### src/hdl/fbps_pkg.sv
// shared types and constants for the frame buffer pool selector
package fbps_pkg;

    typedef enum logic [2:0] {
        REQ_ASSIGN   = 3'd0,
        REQ_POST     = 3'd1,
        REQ_RELEASE  = 3'd2,
        REQ_RECONFIG = 3'd3,
        REQ_FLUSH    = 3'd4
    } t_req;

    localparam logic [1:0] ST_DONE      = 2'd0;
    localparam logic [1:0] ST_NO_BUFFER = 2'd1;
    localparam logic [1:0] ST_IGNORED   = 2'd2;

    localparam logic CFG_TRIM_LIMIT = 1'b0;
    localparam logic CFG_POOL_LIMIT = 1'b1;

    localparam logic [7:0] TRIM_LIMIT_RST = 8'd100;
    localparam logic [2:0] POOL_LIMIT_RST = 3'd4;
    localparam logic [7:0] RUN_MAX        = 8'hFF;

    typedef enum logic [2:0] {
        S_IDLE,
        S_SCAN,
        S_CHECK,
        S_FINISH,
        S_EXEC
    } t_state;

    typedef struct packed {
        logic load;
        logic scan;
        logic check;
        logic finish;
        logic exec;
    } t_cmd;

    typedef struct packed {
        logic in_assign;
        logic scan_last;
        logic trim;
    } t_stat;

endpackage

### src/hdl/fbps_ctrl.sv
// sequencer for the frame buffer pool selector
module fbps_ctrl import fbps_pkg::*; (
    input  logic  i_clk,
    input  logic  i_rst_n,
    input  logic  i_in_valid,
    output logic  o_in_stall,
    output logic  o_out_valid,
    input  logic  i_out_stall,
    input  t_stat i_stat,
    output t_cmd  o_cmd
);

    t_state r_state, n_state;
    logic   r_out_valid, n_out_valid;
    logic   in_xfer;
    logic   out_free;

    assign in_xfer  = i_in_valid && (r_state == S_IDLE);
    assign out_free = !r_out_valid || !i_out_stall;

    always_comb begin
        n_state = r_state;
        unique case (r_state)
            S_IDLE: begin
                if (in_xfer) begin
                    n_state = i_stat.in_assign ? S_SCAN : S_EXEC;
                end
            end
            S_SCAN: begin
                if (i_stat.scan_last) begin
                    n_state = S_CHECK;
                end
            end
            // a trim drops the chosen slot and rescans
            S_CHECK: n_state = i_stat.trim ? S_SCAN : S_FINISH;
            S_FINISH: begin
                if (out_free) begin
                    n_state = S_IDLE;
                end
            end
            S_EXEC: begin
                if (out_free) begin
                    n_state = S_IDLE;
                end
            end
            default: n_state = S_IDLE;
        endcase
    end

    always_comb begin
        o_cmd = '0;
        unique case (r_state)
            S_IDLE:   o_cmd.load   = in_xfer;
            S_SCAN:   o_cmd.scan   = 1'b1;
            S_CHECK:  o_cmd.check  = 1'b1;
            S_FINISH: o_cmd.finish = out_free;
            S_EXEC:   o_cmd.exec   = out_free;
            default:  o_cmd        = '0;
        endcase
    end

    always_comb begin
        if (o_cmd.finish || o_cmd.exec) begin
            n_out_valid = 1'b1;
        end else if (i_out_stall) begin
            n_out_valid = r_out_valid;
        end else begin
            n_out_valid = 1'b0;
        end
    end

    assign o_in_stall  = (r_state != S_IDLE);
    assign o_out_valid = r_out_valid;

    always_ff @(posedge i_clk) begin
        if (!i_rst_n) begin
            r_state     <= S_IDLE;
            r_out_valid <= 1'b0;
        end else begin
            r_state     <= n_state;
            r_out_valid <= n_out_valid;
        end
    end

endmodule

### src/hdl/fbps_dp.sv
// slot state, scan accumulators and result register of the pool selector
module fbps_dp import fbps_pkg::*; #(
    parameter int SLOTS    = 4,
    parameter int AGE_BITS = 8
) (
    input  logic       i_clk,
    input  logic       i_rst_n,
    input  t_cmd       i_cmd,
    output t_stat      o_stat,
    input  logic [2:0] i_req_type,
    input  logic [1:0] i_release_slot,
    input  logic       i_size_nonzero,
    input  logic       i_cfg_we,
    input  logic       i_cfg_index,
    input  logic [7:0] i_cfg_data,
    output logic [1:0] o_status,
    output logic [1:0] o_chosen_slot,
    output logic [7:0] o_buffer_age,
    output logic       o_allocated,
    output logic       o_trimmed,
    output logic [1:0] o_trimmed_slot
);

    localparam int SW = (SLOTS > 1) ? $clog2(SLOTS) : 1;
    localparam int CW = $clog2(SLOTS + 1);
    localparam int LW = (CW > 3) ? CW : 3;
    localparam logic [AGE_BITS-1:0] AGE_MAX  = {AGE_BITS{1'b1}};
    localparam logic [SW-1:0]       IDX_LAST = SW'(SLOTS - 1);
    localparam logic [SW+1:0]       SLOTS_R  = (SW + 2)'(SLOTS);
    localparam logic [LW-1:0]       SLOTS_L  = LW'(SLOTS);

    // configuration
    logic [7:0] r_trim_limit, n_trim_limit;
    logic [2:0] r_pool_limit, n_pool_limit;

    // captured request
    logic [2:0] r_req;
    logic [1:0] r_rel;
    logic       r_szn;

    // slot state
    logic [SLOTS-1:0]    r_valid, n_valid;
    logic [SLOTS-1:0]    r_busy, n_busy;
    logic [AGE_BITS-1:0] r_age [SLOTS];
    logic [AGE_BITS-1:0] n_age [SLOTS];
    logic [SW-1:0]       r_order [SLOTS];
    logic [SW-1:0]       n_order [SLOTS];
    logic [SW-1:0]       r_cur, n_cur;
    logic                r_cur_valid, n_cur_valid;
    logic [7:0]          r_idle_run, n_idle_run;

    // scan accumulators
    logic [SW-1:0]       r_idx, n_idx;
    logic [CW-1:0]       r_cnt, n_cnt;
    logic [CW-1:0]       r_nbusy, n_nbusy;
    logic                r_best_found, n_best_found;
    logic [SW-1:0]       r_best, n_best;
    logic [AGE_BITS-1:0] r_best_age, n_best_age;
    logic [SW-1:0]       r_best_order, n_best_order;
    logic                r_hole_found, n_hole_found;
    logic [SW-1:0]       r_hole, n_hole;
    logic                r_trimmed, n_trimmed;
    logic [SW-1:0]       r_tslot, n_tslot;

    // result register
    logic [1:0] r_o_status;
    logic [1:0] r_o_chosen;
    logic [7:0] r_o_age;
    logic       r_o_alloc;
    logic       r_o_trimmed;
    logic [1:0] r_o_tslot;

    // scan step helpers
    logic                scan_first;
    logic [CW-1:0]       cnt_b, nbusy_b;
    logic                bf_b, hf_b;
    logic [AGE_BITS-1:0] ba_b;
    logic [SW-1:0]       bo_b;
    logic                take;

    // check helpers
    logic          run_inc;
    logic [7:0]    run_next;
    logic          trim;

    // finish helpers
    logic [LW-1:0] lim, pool_l, cnt_l;
    logic          do_alloc;
    logic          success;
    logic [SW-1:0] sel;

    // exec helpers
    logic [SW+1:0] rel_w;
    logic [SW-1:0] rel_idx;
    logic          rel_ok;

    // result values
    logic [1:0]            res_status;
    logic [SW-1:0]         res_chosen;
    logic [AGE_BITS-1:0]   res_age;
    logic                  res_alloc;
    logic [SW+1:0]         chosen_w, tslot_w;
    logic [AGE_BITS+7:0]   age_w;

    assign scan_first = (r_idx == '0);
    assign cnt_b   = scan_first ? '0 : r_cnt;
    assign nbusy_b = scan_first ? '0 : r_nbusy;
    assign bf_b    = scan_first ? 1'b0 : r_best_found;
    assign hf_b    = scan_first ? 1'b0 : r_hole_found;
    assign ba_b    = r_best_age;
    assign bo_b    = r_best_order;
    assign take    = !bf_b || (r_age[r_idx] > ba_b) ||
                     ((r_age[r_idx] == ba_b) && (r_order[r_idx] < bo_b));

    assign run_inc  = (({1'b0, r_nbusy} + (CW + 1)'(1)) < {1'b0, r_cnt});
    assign run_next = run_inc ? ((r_idle_run == RUN_MAX) ? RUN_MAX : r_idle_run + 8'd1)
                              : 8'd0;
    assign trim     = r_best_found && (run_next > r_trim_limit);

    assign pool_l   = LW'(r_pool_limit);
    assign cnt_l    = LW'(r_cnt);
    assign lim      = (pool_l > SLOTS_L) ? SLOTS_L : pool_l;
    assign do_alloc = !r_best_found && (cnt_l < lim) && r_hole_found;
    assign success  = r_best_found || do_alloc;
    assign sel      = r_best_found ? r_best : r_hole;

    assign rel_w   = {SW'(0), r_rel};
    assign rel_idx = rel_w[SW-1:0];
    assign rel_ok  = (rel_w < SLOTS_R) ? r_valid[rel_idx] : 1'b0;

    assign o_stat.in_assign = (i_req_type == REQ_ASSIGN);
    assign o_stat.scan_last = (r_idx == IDX_LAST);
    assign o_stat.trim      = trim;

    always_comb begin
        n_trim_limit = r_trim_limit;
        n_pool_limit = r_pool_limit;
        if (i_cfg_we) begin
            unique case (i_cfg_index)
                CFG_TRIM_LIMIT: n_trim_limit = i_cfg_data;
                CFG_POOL_LIMIT: n_pool_limit = i_cfg_data[2:0];
                default:        n_trim_limit = r_trim_limit;
            endcase
        end
    end

    always_comb begin
        n_valid      = r_valid;
        n_busy       = r_busy;
        n_age        = r_age;
        n_order      = r_order;
        n_cur        = r_cur;
        n_cur_valid  = r_cur_valid;
        n_idle_run   = r_idle_run;
        n_idx        = r_idx;
        n_cnt        = r_cnt;
        n_nbusy      = r_nbusy;
        n_best_found = r_best_found;
        n_best       = r_best;
        n_best_age   = r_best_age;
        n_best_order = r_best_order;
        n_hole_found = r_hole_found;
        n_hole       = r_hole;
        n_trimmed    = r_trimmed;
        n_tslot      = r_tslot;
        res_status   = ST_IGNORED;
        res_chosen   = '0;
        res_age      = '0;
        res_alloc    = 1'b0;

        if (i_cmd.load) begin
            n_trimmed = 1'b0;
            n_tslot   = '0;
        end

        // one slot per cycle, best free slot by age then by allocation rank
        if (i_cmd.scan) begin
            n_cnt        = cnt_b;
            n_nbusy      = nbusy_b;
            n_best_found = bf_b;
            n_hole_found = hf_b;
            if (r_valid[r_idx]) begin
                n_cnt = cnt_b + CW'(1);
                if (r_busy[r_idx]) begin
                    n_nbusy = nbusy_b + CW'(1);
                end else if (take) begin
                    n_best_found = 1'b1;
                    n_best       = r_idx;
                    n_best_age   = r_age[r_idx];
                    n_best_order = r_order[r_idx];
                end
            end else if (!hf_b) begin
                n_hole_found = 1'b1;
                n_hole       = r_idx;
            end
            n_idx = (r_idx == IDX_LAST) ? '0 : r_idx + SW'(1);
        end

        if (i_cmd.check) begin
            n_idle_run = trim ? 8'd0 : run_next;
            if (trim) begin
                if (!r_trimmed) begin
                    n_trimmed = 1'b1;
                    n_tslot   = r_best;
                end
                for (int k = 0; k < SLOTS; k++) begin
                    if (r_valid[k] && (r_order[k] > r_best_order)) begin
                        n_order[k] = r_order[k] - SW'(1);
                    end
                end
                n_valid[r_best] = 1'b0;
                n_busy[r_best]  = 1'b0;
                n_age[r_best]   = '0;
                n_order[r_best] = '0;
                if (r_cur_valid && (r_cur == r_best)) begin
                    n_cur_valid = 1'b0;
                end
            end
        end

        if (i_cmd.finish) begin
            if (success) begin
                // the fresh slot is still invalid here, so it keeps age zero
                for (int k = 0; k < SLOTS; k++) begin
                    if (r_valid[k] && (r_age[k] != AGE_MAX)) begin
                        n_age[k] = r_age[k] + AGE_BITS'(1);
                    end
                end
                if (do_alloc) begin
                    n_valid[r_hole] = 1'b1;
                    n_busy[r_hole]  = 1'b0;
                    n_age[r_hole]   = '0;
                    n_order[r_hole] = r_cnt[SW-1:0];
                    res_age         = '0;
                end else begin
                    res_age = (r_best_age == AGE_MAX) ? AGE_MAX
                                                      : r_best_age + AGE_BITS'(1);
                end
                n_cur       = sel;
                n_cur_valid = 1'b1;
                res_status  = ST_DONE;
                res_chosen  = sel;
                res_alloc   = do_alloc;
            end else begin
                for (int k = 0; k < SLOTS; k++) begin
                    n_age[k] = '0;
                end
                n_cur_valid = 1'b0;
                res_status  = ST_NO_BUFFER;
            end
        end

        if (i_cmd.exec) begin
            unique case (r_req)
                REQ_POST: begin
                    if (r_cur_valid) begin
                        n_busy[r_cur] = 1'b1;
                        n_age[r_cur]  = '0;
                        n_cur_valid   = 1'b0;
                        res_status    = ST_DONE;
                    end
                end
                REQ_RELEASE: begin
                    if (rel_ok) begin
                        n_busy[rel_idx] = 1'b0;
                        res_status      = ST_DONE;
                    end
                end
                REQ_RECONFIG, REQ_FLUSH: begin
                    if (r_szn || (r_req == REQ_FLUSH)) begin
                        n_valid     = '0;
                        n_busy      = '0;
                        n_cur_valid = 1'b0;
                        for (int k = 0; k < SLOTS; k++) begin
                            n_age[k]   = '0;
                            n_order[k] = '0;
                        end
                        res_status = ST_DONE;
                    end
                end
                default: res_status = ST_IGNORED;
            endcase
        end
    end

    assign chosen_w = {2'b00, res_chosen};
    assign tslot_w  = {2'b00, r_tslot};
    assign age_w    = {8'h00, res_age};

    always_ff @(posedge i_clk) begin
        if (!i_rst_n) begin
            r_trim_limit <= TRIM_LIMIT_RST;
            r_pool_limit <= POOL_LIMIT_RST;
            r_valid      <= '0;
            r_busy       <= '0;
            for (int k = 0; k < SLOTS; k++) begin
                r_age[k]   <= '0;
                r_order[k] <= '0;
            end
            r_cur        <= '0;
            r_cur_valid  <= 1'b0;
            r_idle_run   <= 8'd0;
            r_idx        <= '0;
            r_cnt        <= '0;
            r_nbusy      <= '0;
            r_best_found <= 1'b0;
            r_hole_found <= 1'b0;
            r_trimmed    <= 1'b0;
        end else begin
            r_trim_limit <= n_trim_limit;
            r_pool_limit <= n_pool_limit;
            r_valid      <= n_valid;
            r_busy       <= n_busy;
            r_age        <= n_age;
            r_order      <= n_order;
            r_cur        <= n_cur;
            r_cur_valid  <= n_cur_valid;
            r_idle_run   <= n_idle_run;
            r_idx        <= n_idx;
            r_cnt        <= n_cnt;
            r_nbusy      <= n_nbusy;
            r_best_found <= n_best_found;
            r_hole_found <= n_hole_found;
            r_trimmed    <= n_trimmed;
        end
    end

    always_ff @(posedge i_clk) begin
        r_best       <= n_best;
        r_best_age   <= n_best_age;
        r_best_order <= n_best_order;
        r_hole       <= n_hole;
        r_tslot      <= n_tslot;
        if (i_cmd.load) begin
            r_req <= i_req_type;
            r_rel <= i_release_slot;
            r_szn <= i_size_nonzero;
        end
        if (i_cmd.finish || i_cmd.exec) begin
            r_o_status  <= res_status;
            r_o_chosen  <= chosen_w[1:0];
            r_o_age     <= age_w[7:0];
            r_o_alloc   <= res_alloc;
            r_o_trimmed <= i_cmd.finish ? r_trimmed : 1'b0;
            r_o_tslot   <= i_cmd.finish ? tslot_w[1:0] : 2'b00;
        end
    end

    assign o_status       = r_o_status;
    assign o_chosen_slot  = r_o_chosen;
    assign o_buffer_age   = r_o_age;
    assign o_allocated    = r_o_alloc;
    assign o_trimmed      = r_o_trimmed;
    assign o_trimmed_slot = r_o_tslot;

endmodule

### src/hdl/frame_buffer_pool_selector.sv
// top level of the frame buffer pool selector
//
//  channel   signals                                          direction
//  request   i_in_valid / o_in_stall, req_type, release, size in
//  result    o_out_valid / i_out_stall, status .. trimmed_slot out
//  config    i_cfg_we, i_cfg_index, i_cfg_data                in
//
// assign loads the request, scans the slots, checks for trim, then commits;
// a trim adds a rescan and check; the slot scan walks one slot per cycle
// post, release, reconfigure and flush load the request, then execute it
// one request is in work at a time; the next is taken while a result waits
// synchronous active-low reset empties the pool and loads the default limits
// a stalled result holds the sequencer in its commit state
module frame_buffer_pool_selector import fbps_pkg::*; #(
    parameter int SLOTS    = 4,
    parameter int AGE_BITS = 8
) (
    input  logic       i_clk,
    input  logic       i_rst_n,
    input  logic       i_in_valid,
    output logic       o_in_stall,
    input  logic [2:0] i_req_type,
    input  logic [1:0] i_release_slot,
    input  logic       i_size_nonzero,
    output logic       o_out_valid,
    input  logic       i_out_stall,
    output logic [1:0] o_status,
    output logic [1:0] o_chosen_slot,
    output logic [7:0] o_buffer_age,
    output logic       o_allocated,
    output logic       o_trimmed,
    output logic [1:0] o_trimmed_slot,
    input  logic       i_cfg_we,
    input  logic       i_cfg_index,
    input  logic [7:0] i_cfg_data
);

    t_cmd  cmd;
    t_stat stat;

    fbps_ctrl u_ctrl (
        .i_clk       (i_clk),
        .i_rst_n     (i_rst_n),
        .i_in_valid  (i_in_valid),
        .o_in_stall  (o_in_stall),
        .o_out_valid (o_out_valid),
        .i_out_stall (i_out_stall),
        .i_stat      (stat),
        .o_cmd       (cmd)
    );

    fbps_dp #(
        .SLOTS    (SLOTS),
        .AGE_BITS (AGE_BITS)
    ) u_dp (
        .i_clk          (i_clk),
        .i_rst_n        (i_rst_n),
        .i_cmd          (cmd),
        .o_stat         (stat),
        .i_req_type     (i_req_type),
        .i_release_slot (i_release_slot),
        .i_size_nonzero (i_size_nonzero),
        .i_cfg_we       (i_cfg_we),
        .i_cfg_index    (i_cfg_index),
        .i_cfg_data     (i_cfg_data),
        .o_status       (o_status),
        .o_chosen_slot  (o_chosen_slot),
        .o_buffer_age   (o_buffer_age),
        .o_allocated    (o_allocated),
        .o_trimmed      (o_trimmed),
        .o_trimmed_slot (o_trimmed_slot)
    );

endmodule
### config.mk
export PLATFORM = sky130hd
export DESIGN_NAME = frame_buffer_pool_selector
export DESIGN_NICKNAME = d
export VERILOG_FILES = /design/src/hdl/fbps_pkg.sv /design/src/hdl/fbps_ctrl.sv /design/src/hdl/fbps_dp.sv /design/src/hdl/frame_buffer_pool_selector.sv
export SDC_FILE = /design/constraint.sdc
export NUM_CORES = 1
export LEC_CHECK = 0
export BUFFER_PORTS_ARGS = -buffer_cell sky130_fd_sc_hd__buf_4
export CELL_PAD_IN_SITES_DETAIL_PLACEMENT = 1
export CELL_PAD_IN_SITES_GLOBAL_PLACEMENT = 1
export CORE_MARGIN = 5
export CORE_UTILIZATION = 45
export CTS_CLUSTER_SIZE = 10
export DETAILED_ROUTE_END_ITERATION = 16
export GPL_ROUTABILITY_DRIVEN = 0
export GPL_TIMING_DRIVEN = 0
export PLACE_DENSITY_LB_ADDON = 0.1
export SYNTH_ARGS = -nofsm -noshare
export SYNTH_HDL_FRONTEND = slang
export SYNTH_SLANG_ARGS = --single-unit
export TNS_END_PERCENT = 10
### constraint.sdc
create_clock -name i_clk -period 6.65 [get_ports i_clk]
set_input_delay 0.3325 -clock i_clk [delete_from_list [all_inputs] [get_ports i_clk]]
set_output_delay 0.3325 -clock i_clk [all_outputs]
set_load 0.01 [all_outputs]
# After elaboration in Yosys (flattened, before gate mapping)
# Index checks and enable logic that the tools add are counted.
# totals
ramBits	0
regBits	123
memories	0
latchBits	0
rom_bits	0
# op_classes
div	0
addsub	14
shifts	0
bitwise_logic	27
magnitude_cmp	27
mux	146
mul	0
reduce_logical	44
n_eq_ne	21
# ops
operator	count
2-to-1 mux 32 bit	8
2-to-1 mux 8 bit	29
AND 32 bit	3
inverter 32 bit	3
2-to-1 mux 4 bit	17
one-hot mux 32 bit (2 select lines)	1
2-to-1 mux 2 bit	28
adder 8 x 1 -> 8 bit (second input constant)	6
demux 8 bit (select 2 bit)	3
2-to-1 mux 1 bit	34
inequality test 8 bit (second input constant)	4
2-to-1 mux 3 bit	10
logical AND 1 bit	21
< comparator 2 x 3 -> 1 bit (second input constant)	6
AND 4 bit	4
binary-select mux 8 bit (select 2 bit)	1
== test 8 bit (second input constant)	2
greater-than comparator 8 bit	2
== test 3 x 2 -> 1 bit (second input constant)	4
greater-or-equal comparator 3 bit (second input constant)	4
inverter 2 -> 3 bit	4
inverter 4 bit	3
one-hot mux 3 bit (4 select lines)	1
one-hot mux 4 bit (3 select lines)	1
other kinds (39)	80

# Longest topological paths before layout
# Gate-level depths: netlist of run 1.
# depth
word_depth	20
mapped_depth	14
depth_no_buf	13

# Hierarchy
# A second synthesis of run 1 with hierarchy kept.
# unflattened
cells_unflattened	850
hier_area_um2	7569.8
# modules_own_cells
mod	n_inst	cells_per_inst	area_each_um2	seq_area_each_um2
fbps_dp	1	817	7255.7	2742.6
fbps_ctrl	1	33	314.1	80.1

# Worst setup path before layout of run 1
# No wires, ideal clock.
# synth_path
path_kind	register to register
start	register u_dp.r_nbusy[0]
end	register u_dp.r_order[3] (netlist bit)
stages_incl_launch_ff	13
setup_slack_ns	3.502
n_path_buf	0
synth_period_minus_slack_ns	3.148
required_time_ns	6.559
setup_time_ns	0.091
arrival_time_ns	3.057
cell_sequence	dfxtp_1 ha_1 ha_1 a21boi_0 o21ai_0 nand2_1 nor3_1 ha_1 o21ai_0 o21bai_1 o21ai_2 or4_1 a311oi_1
# synth_via
elab_chain_len	14
# synth_lines
element	line_no	rtl
start, declared	fbps_dp.sv:55	logic [CW-1:0] r_nbusy, n_nbusy;
start signal, assigned	fbps_dp.sv:321	r_nbusy <= n_nbusy;
adder 3 x 1 -> 4 bit *	fbps_dp.sv:115	assign run_inc = (({1'b0, r_nbusy} + (CW + 1)'(1)) < {1'b0, r_cnt});
< comparator 4 x 3 -> 1 bit *	fbps_dp.sv:115	
2-to-1 mux 8 bit *	fbps_dp.sv:116	assign run_next = run_inc ? ((r_idle_run == RUN_MAX) ? RUN_MAX : r_idle_run + 8'd1)
greater-than comparator 8 bit *	fbps_dp.sv:118	assign trim = r_best_found && (run_next > r_trim_limit);
logical AND 1 bit *	fbps_dp.sv:118	
2-to-1 mux 8 bit *	fbps_dp.sv:201	if (trim) begin
2-to-1 mux 8 bit *	fbps_dp.sv:199	if (i_cmd.check) begin
bitwise mux 8 bit	fbps_dp.sv:233	n_order[r_hole] = r_cnt[SW-1:0];
2-to-1 mux 8 bit	fbps_dp.sv:229	if (do_alloc) begin
2-to-1 mux 8 bit	fbps_dp.sv:222	if (success) begin
2-to-1 mux 8 bit *	fbps_dp.sv:221	if (i_cmd.finish) begin
2-to-1 mux 8 bit	fbps_dp.sv:270	if (r_szn || (r_req == REQ_FLUSH)) begin
2-to-1 mux 8 bit	fbps_dp.sv:254	unique case (r_req)
2-to-1 mux 8 bit *	fbps_dp.sv:253	if (i_cmd.exec) begin
end signal, assigned	fbps_dp.sv:315	r_order <= n_order;
end, declared	fbps_dp.sv:46	logic [SW-1:0] r_order [SLOTS];
# Mark *: on every way between the ends. The rest lies on a longest branch, timed or not.
# A chain may end at the register's enable or synchronous reset.

# Worst setup path after layout of run 1
# layout_path
start	register u_dp.r_cnt[1], in the netlist u_dp.cnt_l[1]
end	register u_dp.r_age[6] (netlist bit)
# layout_via
elab_chain_len	17
word_cells_on_any_way	22
classes_between	3 x order compare; 13 x mux; 2 x bitwise; 4 x reduce/logical
# layout_lines
element	line_no	rtl
start, declared	fbps_dp.sv:54	logic [CW-1:0] r_cnt, n_cnt;
start signal, assigned	fbps_dp.sv:320	r_cnt <= n_cnt;
< comparator 4 x 3 -> 1 bit	fbps_dp.sv:115	
2-to-1 mux 8 bit	fbps_dp.sv:116	
greater-than comparator 8 bit	fbps_dp.sv:118	
logical AND 1 bit	fbps_dp.sv:118	
2-to-1 mux 32 bit	fbps_dp.sv:201	
2-to-1 mux 32 bit	fbps_dp.sv:199	
2-to-1 mux 8 bit	fbps_dp.sv:225	if (r_valid[k] && (r_age[k] != AGE_MAX)) begin
2-to-1 mux 8 bit	fbps_dp.sv:222	
2-to-1 mux 8 bit	fbps_dp.sv:221	
AND 32 bit (no source line)	n/a	
2-to-1 mux 32 bit	fbps_dp.sv:229	
2-to-1 mux 32 bit	fbps_dp.sv:222	
2-to-1 mux 32 bit *	fbps_dp.sv:221	
AND 32 bit (no source line)	n/a	
2-to-1 mux 32 bit	fbps_dp.sv:256	if (r_cur_valid) begin
one-hot mux 32 bit (2 select lines)	fbps_dp.sv:254	
2-to-1 mux 32 bit *	fbps_dp.sv:253	
end signal, assigned	fbps_dp.sv:314	r_age <= n_age;
end, declared	fbps_dp.sv:44	logic [AGE_BITS-1:0] r_age [SLOTS];
# Mark *: on every way between the ends. The rest lies on a longest branch, timed or not. The select of a mux whose other input is x is not followed.

==> results of run 1 <==
flip-flops by register name, indices dropped and copies added (netlist names), 3 cells and up:
register,count
u_dp.r_age,32
u_dp.ba_b,8
u_dp.o_buffer_age,8
u_dp.r_idle_run,8
u_dp.r_order,8
u_dp.r_trim_limit,8
u_dp.r_busy,4
u_dp.r_valid,4
u_ctrl.r_state,3
u_dp.cnt_l,3
u_dp.pool_l,3
u_dp.r_nbusy,3
u_dp.r_req,3
synth_stat cells (3+ instances only):
| cell type | n |
|---|---|
| ha_1 | 40 |
| and4_1 | 4 |
| and2_1 | 9 |
| nor2_1 | 54 |
| a21oi_1 | 68 |
| mux2i_1 | 7 |
| a32oi_1 | 13 |
| or3_1 | 7 |
| nor2b_1 | 18 |
| nand2b_1 | 9 |
| nand4_1 | 19 |
| xor2_1 | 12 |
| a211oi_1 | 6 |
| o21bai_1 | 4 |
| nor2_2 | 3 |
| buf_2 | 6 |
| nand2_1 | 80 |
| a22o_1 | 8 |
| or4_1 | 5 |
| xnor2_1 | 10 |
| o211ai_1 | 14 |
| nor3b_1 | 5 |
| inv_1 | 45 |
| nor3_1 | 19 |
| o21a_1 | 8 |
| mux4_2 | 13 |
| buf_4 | 3 |
| dfxtp_1 | 87 |
| a31oi_1 | 28 |
| clkbuf_1 | 21 |
| edfxtp_1 | 36 |
| o21ai_1 | 5 |
| and3_1 | 10 |
| nor4_1 | 3 |
| o21ai_0 | 45 |
| nand3_1 | 44 |
stage by stage:
| stage | hold WS [ps] | std cells | total power [mW] |
|---|---|---|---|
| after floorplan | 430 | 815 | 0.856 |
| after global placement | 447 | 1068 | 0.890 |
| after detailed placement | 458 | 1068 | 0.894 |
| after CTS | 67.2 | 1099 | 1.82 |
| after global routing | 69.0 | 1099 | 1.87 |
| final | 81.7 | 1099 | 1.81 |
cells by family (layout without fill, tap and decap cells):
group / count (synthesis) / count (layout) / synth area share, %
AND/OR/NAND/NOR: 305 / 305 / 21.9
multiplexers: 21 / 21 / 5.19
adder cells (fa/ha/maj): 40 / 40 / 6.94
flip-flops: 123 / 123 / 39.1
AO/OA/AOI/OAI: 225 / 225 / 19.5
XOR/XNOR: 22 / 22 / 2.67
buffers and inverters: 79 / 147 / 4.60
layer usage:
| layer | share of wire, % | track usage, % | wire [um] |
|---|---|---|---|
| met1 | 47 | 34.8 | 10600 |
| met2 | 47 | 41.0 | 10800 |
| met3 | 4.7 | 4.04 | 1060 |
| met4 | 1.2 | 7.17 | 270 |
| met5 | 0 | 0 | 0 |
area by class of cell:
| class | count | share of cell area, % |
|---|---|---|
| multi-input cells | 613 | 48.6 |
| flip-flops and latches | 123 | 33.8 |
| clock buffers | 26 | 6.49 |
| repair buffers | 37 | 3.33 |
| well taps | 216 | 3.24 |
| inverters | 46 | 2.08 |
| plain buffers | 33 | 1.89 |
| clock inverters | 5 | 0.614 |
power groups by stage:
stage | clock network (mW) | logic, mW | registers (mW)
2_1_floorplan | 0 | 0.0489 | 0.807
5_1_grt | 0.982 | 0.0962 | 0.793
3_3_place_gp | 0 | 0.0839 | 0.806
6_report | 0.932 | 0.0880 | 0.791
3_5_place_dp | 0 | 0.0874 | 0.807
4_1_cts | 0.940 | 0.0882 | 0.792
worst min path at each step:
| stage | from | end | slack (ps) | cells past startpoint |
|---|---|---|---|---|
| 2_1_floorplan | u_dp.r_tslot[0] | u_dp.r_tslot[0] | 430 | 2 |
| 3_3_place_gp | u_dp.pool_l[0] | u_dp.pool_l[0] | 450 | 2 |
| 3_5_place_dp | u_dp.r_trim_limit[1] | u_dp.r_trim_limit[1] | 460 | 2 |
| 4_1_cts | i_size_nonzero | u_dp.r_szn | 70 | 1 |
| 5_1_grt | i_size_nonzero | u_dp.r_szn | 70 | 1 |
| 6_report | i_size_nonzero | u_dp.r_szn | 80 | 1 |
==> flow_summary.ini, run 1 <==
[run_status]
status = complete, no violations

[routing]
drc = 0
num_vias = 6661
final_antenna_net_count = 0
drt_pass1_iterations = 4
wirelength_um = 22700
drt-initial-drc-count = 386
wl_per_cell_um = 20.7
vias_per_cell = 6.06

[cells_and_area]
final_cell_mix = 87 x dfxtp_1, 80 x nand2_1, 68 x a21oi_1
syn_to_final_growth_pct = 15.8
final_util_pct = 52.8
design_area_um2 = 8350
diodes = 0
multi_input_area_um2 = 4060
final_common_cell = dfxtp_1
nets = 931
drive_above_1_share_pct = 12.2
regArea_um2 = 2820
fill_cells = 1875

[clocking]
post_cts_resized = 0
hold_buffers = 0
post_cts_buffers = 0
clock_latency_ps = 430
cts_root_buf = clkbuf_16
cts_tree = done
clkSinkCount = 123
htree_levels = 4
cts_buffers = 17
clockBufferDepth = 2
clkTransAtPathRegs_ps = 60

[job]
cap_violations = 0

[yosys]
ys_types = 72
synth-main-ff-cell = dfxtp_1
synth-edff-count = 36
synth_fp_nets = 875
ys_top_cells_by_area = dfxtp_1 24%, edfxtp_1 15%, ha_1 6.9%
synthCells = 815
ys_warn_count = 0
seq_area_frac_synth_pct = 39.1
yosysTopAreaCellShare_pct = 24.1
avgSynthCellArea_um2 = 8.85
synthesis.area_um2 = 7210
yosysTopAreaCell = dfxtp_1
async_flop_share_pct = 0
ys_ff_latch = 123

[die]
ioPinCount = 38
fp.dieW_um = 137
core-area_um2 = 15800
rows = 46
dieHeight_um = 137
start_util_pct = 45.6
die_area_um2 = 18700

[setup_path]
worstSetupEndpointType = flip-flop
endpoint = u_dp.r_age[6]
crit_slowest_cell = o21ai_1
cp_max_fo = 10
slowest_delay_ps = 750
worstPathBufferInverterCount = 1
path_cells = inv_1 -> ha_1 -> a21boi_0 -> o21ai_0 -> nand2_1 -> nor3_1 -> ha_1 -> o21ai_0 -> o21bai_1 -> o21ai_1 -> o21bai_1 -> nor4b_1
critPathKind = flip-flop to flip-flop
worst_path_dominant_cell_family = compound AO/OA/AOI/OAI gates
cp.depth = 12
r2r_cells = 12
crit_start = u_dp.cnt_l[1]
timing.rr.start = u_dp.cnt_l[1]
r2r-end = u_dp.r_age[6]
cp-start-kind = flip-flop
rrSetupSlack_ps = 2450
worst_ep_required_time_ps = 6980
cp.arrival_ps = 4530

[global_route]
track_usage_pct = 25.2
grt_max_degree = 17
grt_overflow = 0
grt_pass1_wl_um = 36700
grt_antenna_before_repair = 0
grt_pass1_vias = 6844

[power]
swShare_pct = 22.1
comb_power_share_pct = 4.9
power_density_nw_per_um2 = 217
ir_drop_v = 0.000169
clockPowerShare_pct = 51.4
p_sw_uw = 400
power.leakage_nw = 3.07
internal-power_mw = 1.41
seqPwrFrac_pct = 43.7

[sta]
slew_viol_final = 0
final.setup_skew_ps = 6.30
finalHoldViolations = 0
period_share_pct = 63.1
timing.fmax_mhz = 238
setup_slack_ps = 2450
rsz0062_at_grt = no
tightest_slew_ps = 1470
max-slew-margin-rel_pct = 1.72
setup_viol = 0
finalCriticalPeriod_ps = 4200
tns_ps = 0

[place]
place_ws_ps = 2430
io_buffers = 37
post-dp-hpwl_um = 17200
place_area_um2 = 7760

[min_path]
hp-class = input port to flip-flop
Note: power is estimated with default switching activity, not from simulation.
==> run 2, diff against run 1 <==
Settings changed: ABC_AREA set to 1, CORE_UTILIZATION 45 to 41.
Clock period 6.65 ns to 3.37 ns, I/O delays scaled along.
==> run 2 against run 1 <==
Effect of this change:
- clock skew up 3.6 ps
- fmax up 28%
- cell count is 29% higher
- sequential cell count unchanged
- hold slack got worse by 57 ps
- global-route usage decreased by 3.1 points
- critical path type unchanged
- register-to-register slack worse by 2400 ps
==> flow_summary.ini, run 2 <==
[run_status]
status = complete, no violations

[yosys]
seq_area_frac_synth_pct = 36.7
ys_types = 51
avgSynthCellArea_um2 = 7.01
yosysTopAreaCell = dfxtp_1
yosysTopAreaCellShare_pct = 22.6
ys_warn_count = 0
yosys-top-cells-count = 279 x nand2_1, 140 x inv_1, 122 x a21oi_1
synth_xor_area_share_pct = 1.14
synth_fa_ha_area_share_pct = 6.51
synth_simple_gate_area_share_pct = 29.1
ys_ff_latch = 123
synth_fp_nets = 1157
synth-main-ff-cell = dfxtp_1
synth_top_family_by_area = simple AND/OR/NAND/NOR gates
synthesis.area_um2 = 7690
ys_top_cells_by_area = dfxtp_1 23%, edfxtp_1 14%, nand2_1 14%
yosysMostFrequentCell = nand2_1
synth_mux_area_share_pct = 0
synth-edff-count = 36
synth_compound_area_share_pct = 17.0
synthCells = 1097
async_flop_share_pct = 0

[setup_path]
path_cells = ha_1 -> ha_1 -> a21o_1 -> nand2_2 -> nand3_4 -> inv_2 -> o21ai_0 -> a31oi_1 -> ha_1 -> nand2_2 -> a21oi_1 -> nor2_1 -> nand2_4 -> nand3_4 -> inv_8 -> a21oi_1 -> nand2_1 -> a21oi_1
timing.rr.start = u_dp.r_nbusy[0]
worstSetupEndpointType = flip-flop
worst_ep_required_time_ps = 3720
cp_max_fo = 9
cp.depth = 18
r2r-end = u_dp.r_order[4]
r2r_cells = 18
worst_path_dominant_cell_family = compound AO/OA/AOI/OAI gates
crit_slowest_cell = a21oi_1
rrSetupSlack_ps = 100
critPathKind = flip-flop to flip-flop
worstPathBufferInverterCount = 2
cp.arrival_ps = 3620
cp-start-kind = flip-flop
slowest_delay_ps = 370

[sta]
finalCriticalPeriod_ps = 3270
setup_viol = 0
finalHoldViolations = 0
tns_ps = 0
period_share_pct = 97.1
final.setup_skew_ps = 9.87
tightest_slew_ps = 801
timing.fmax_mhz = 306
rsz0062_at_grt = yes
max-slew-margin-rel_pct = 46.5
slew_viol_final = 0

[cells_and_area]
design_area_um2 = 9150
diodes = 0
drive_above_1_share_pct = 13.9
syn_to_final_growth_pct = 18.9
final_cell_mix = 277 x nand2_1, 136 x inv_1, 119 x a21oi_1
largest_reg_flops = 32
top_register = u_dp.r_age
final_common_cell = nand2_1
final_util_pct = 49.2
nets = 1230
fill_cells = 2363

[clocking]
cts_root_buf = clkbuf_16
clockBufferDepth = 2
clkSinkCount = 123
cts_tree = done
clock_latency_ps = 420
clkTransAtPathRegs_ps = 60
htree_levels = 4
cts_buffers = 17

[die]
rows = 50
core-area_um2 = 18600
dieHeight_um = 147
die_area_um2 = 21600
ioPinCount = 38
start_util_pct = 41.4
fp.dieW_um = 147

[global_route]
grt_max_degree = 18
track_usage_pct = 22.2
grt_pass1_wl_um = 38400
grt_antenna_before_repair = 0
grt_overflow = 0
grt_pass1_vias = 7375

[routing]
wl_per_cell_um = 16.7
vias_per_cell = 5.28
num_vias = 7475
drt_pass1_iterations = 4
drc = 0
wirelength_um = 23700
drt-initial-drc-count = 385
final_antenna_net_count = 0

[place]
post-dp-hpwl_um = 18100
place_area_um2 = 8260
io_buffers = 37

[power]
power.leakage_nw = 3.85
power_density_nw_per_um2 = 512
ir_drop_v = 0.000300

[min_path]
hp-class = input port to flip-flop
hold_depth = 3
worstHoldStart = i_cfg_data[3]
min_to = u_dp.r_trim_limit[3]

[job]
cap_violations = 0
==> run 2: changes by cell type in the layout (fill, tap and decap cells not counted), sizes merged, moves of 13 or more <==
cell   previous run  this run
nor2             57       109
a31oi            28         9
inv              46       150
nand3            44        73
a21oi            69       125
mux4             13         0
nor2b            18         0
nand2            80       292
o21ai            51        75
==> run 2: layer usage <==
| layer | global-route usage (%) | wire length (um) |
|---|---|---|
| met5 | 0 | 0 |
| met4 | 6.80 | 568 |
| met3 | 4.47 | 763 |
| met2 | 37.3 | 11100 |
| met1 | 28.8 | 11200 |
==> run 2: kinds of logic after synthesis <==
group,count (synthesis)
buffers and inverters,179
flip-flops,123
XOR/XNOR,10
adder cells (fa/ha/maj),40
AND/OR/NAND/NOR,507
AO/OA/AOI/OAI,238
==> run 2: final cells by class <==
class,count,area (um2),area share [%]
inverters,154,594,6.50
well taps,234,293,3.20
clock inverters,2,11.3,0.123
repair buffers,56,458,5.01
plain buffers,23,169,1.85
flip-flops and latches,123,2830,30.9
clock buffers,30,609,6.66
multi-input cells,795,4180,45.7
==> run 2: repair_timing <==
| item | in CTS | in global routing |
|---|---|---|
| hold buffers | 10 | 0 |
| hold endpoints to repair | 11 | 0 |
| pin swaps | 3 | 6 |
| setup endpoints to repair | 34 | 62 |
| setup buffers | 1 | 8 |
| resized for setup | 11 | 21 |
| cloned | 0 | 0 |
==> run 2: metrics by stage <==
step                power [mW]  hold WS, ps  cells  worst slack (ps)
floorplan                 2.42          267   1097               499
global placement          2.76          347   1368              -271
detailed placement        2.78          349   1368              -276
CTS                       4.71         17.9   1409              24.0
global route              4.94         23.5   1417              -146
finish                    4.69         24.4   1417              97.0
==> run 2: worst register-to-register path: stages, from the launching register on <==
cell and delay (ps):
dfxtp_2 340, ha_1 290, ha_1 290, a21o_1 190
nand2_2 70, nand3_4 110, inv_2 70, o21ai_0 70
a31oi_1 220, ha_1 280, nand2_2 100, a21oi_1 50
nor2_1 180, nand2_4 100, nand3_4 140, inv_8 80
a21oi_1 370, nand2_1 110, a21oi_1 130
==> run 2: worst max-delay path by stage <==
stage	slack, ps	end	start
floorplan	500	u_dp.r_age[14]	u_dp.r_nbusy[0]
global placement	-270	u_dp.ba_b[0]	u_dp.r_idx[1]
detailed placement	-280	u_dp.ba_b[0]	u_dp.r_idx[1]
CTS	20	u_dp.r_age[5]	u_dp.r_nbusy[0]
global route	-150	u_dp.r_age[22]	u_dp.r_nbusy[0]
finish	100	u_dp.r_order[4]	u_dp.r_nbusy[0]
==> run 2: power breakdown <==
part	total [mW]	switching (mW)	internal, mW	leakage [nW]
Clock	1.91	0.690	1.22	0.308
Sequential	1.76	0.0902	1.67	1.04
Combinational	1.01	0.690	0.324	2.50
Total	4.69	1.47	3.22	3.85
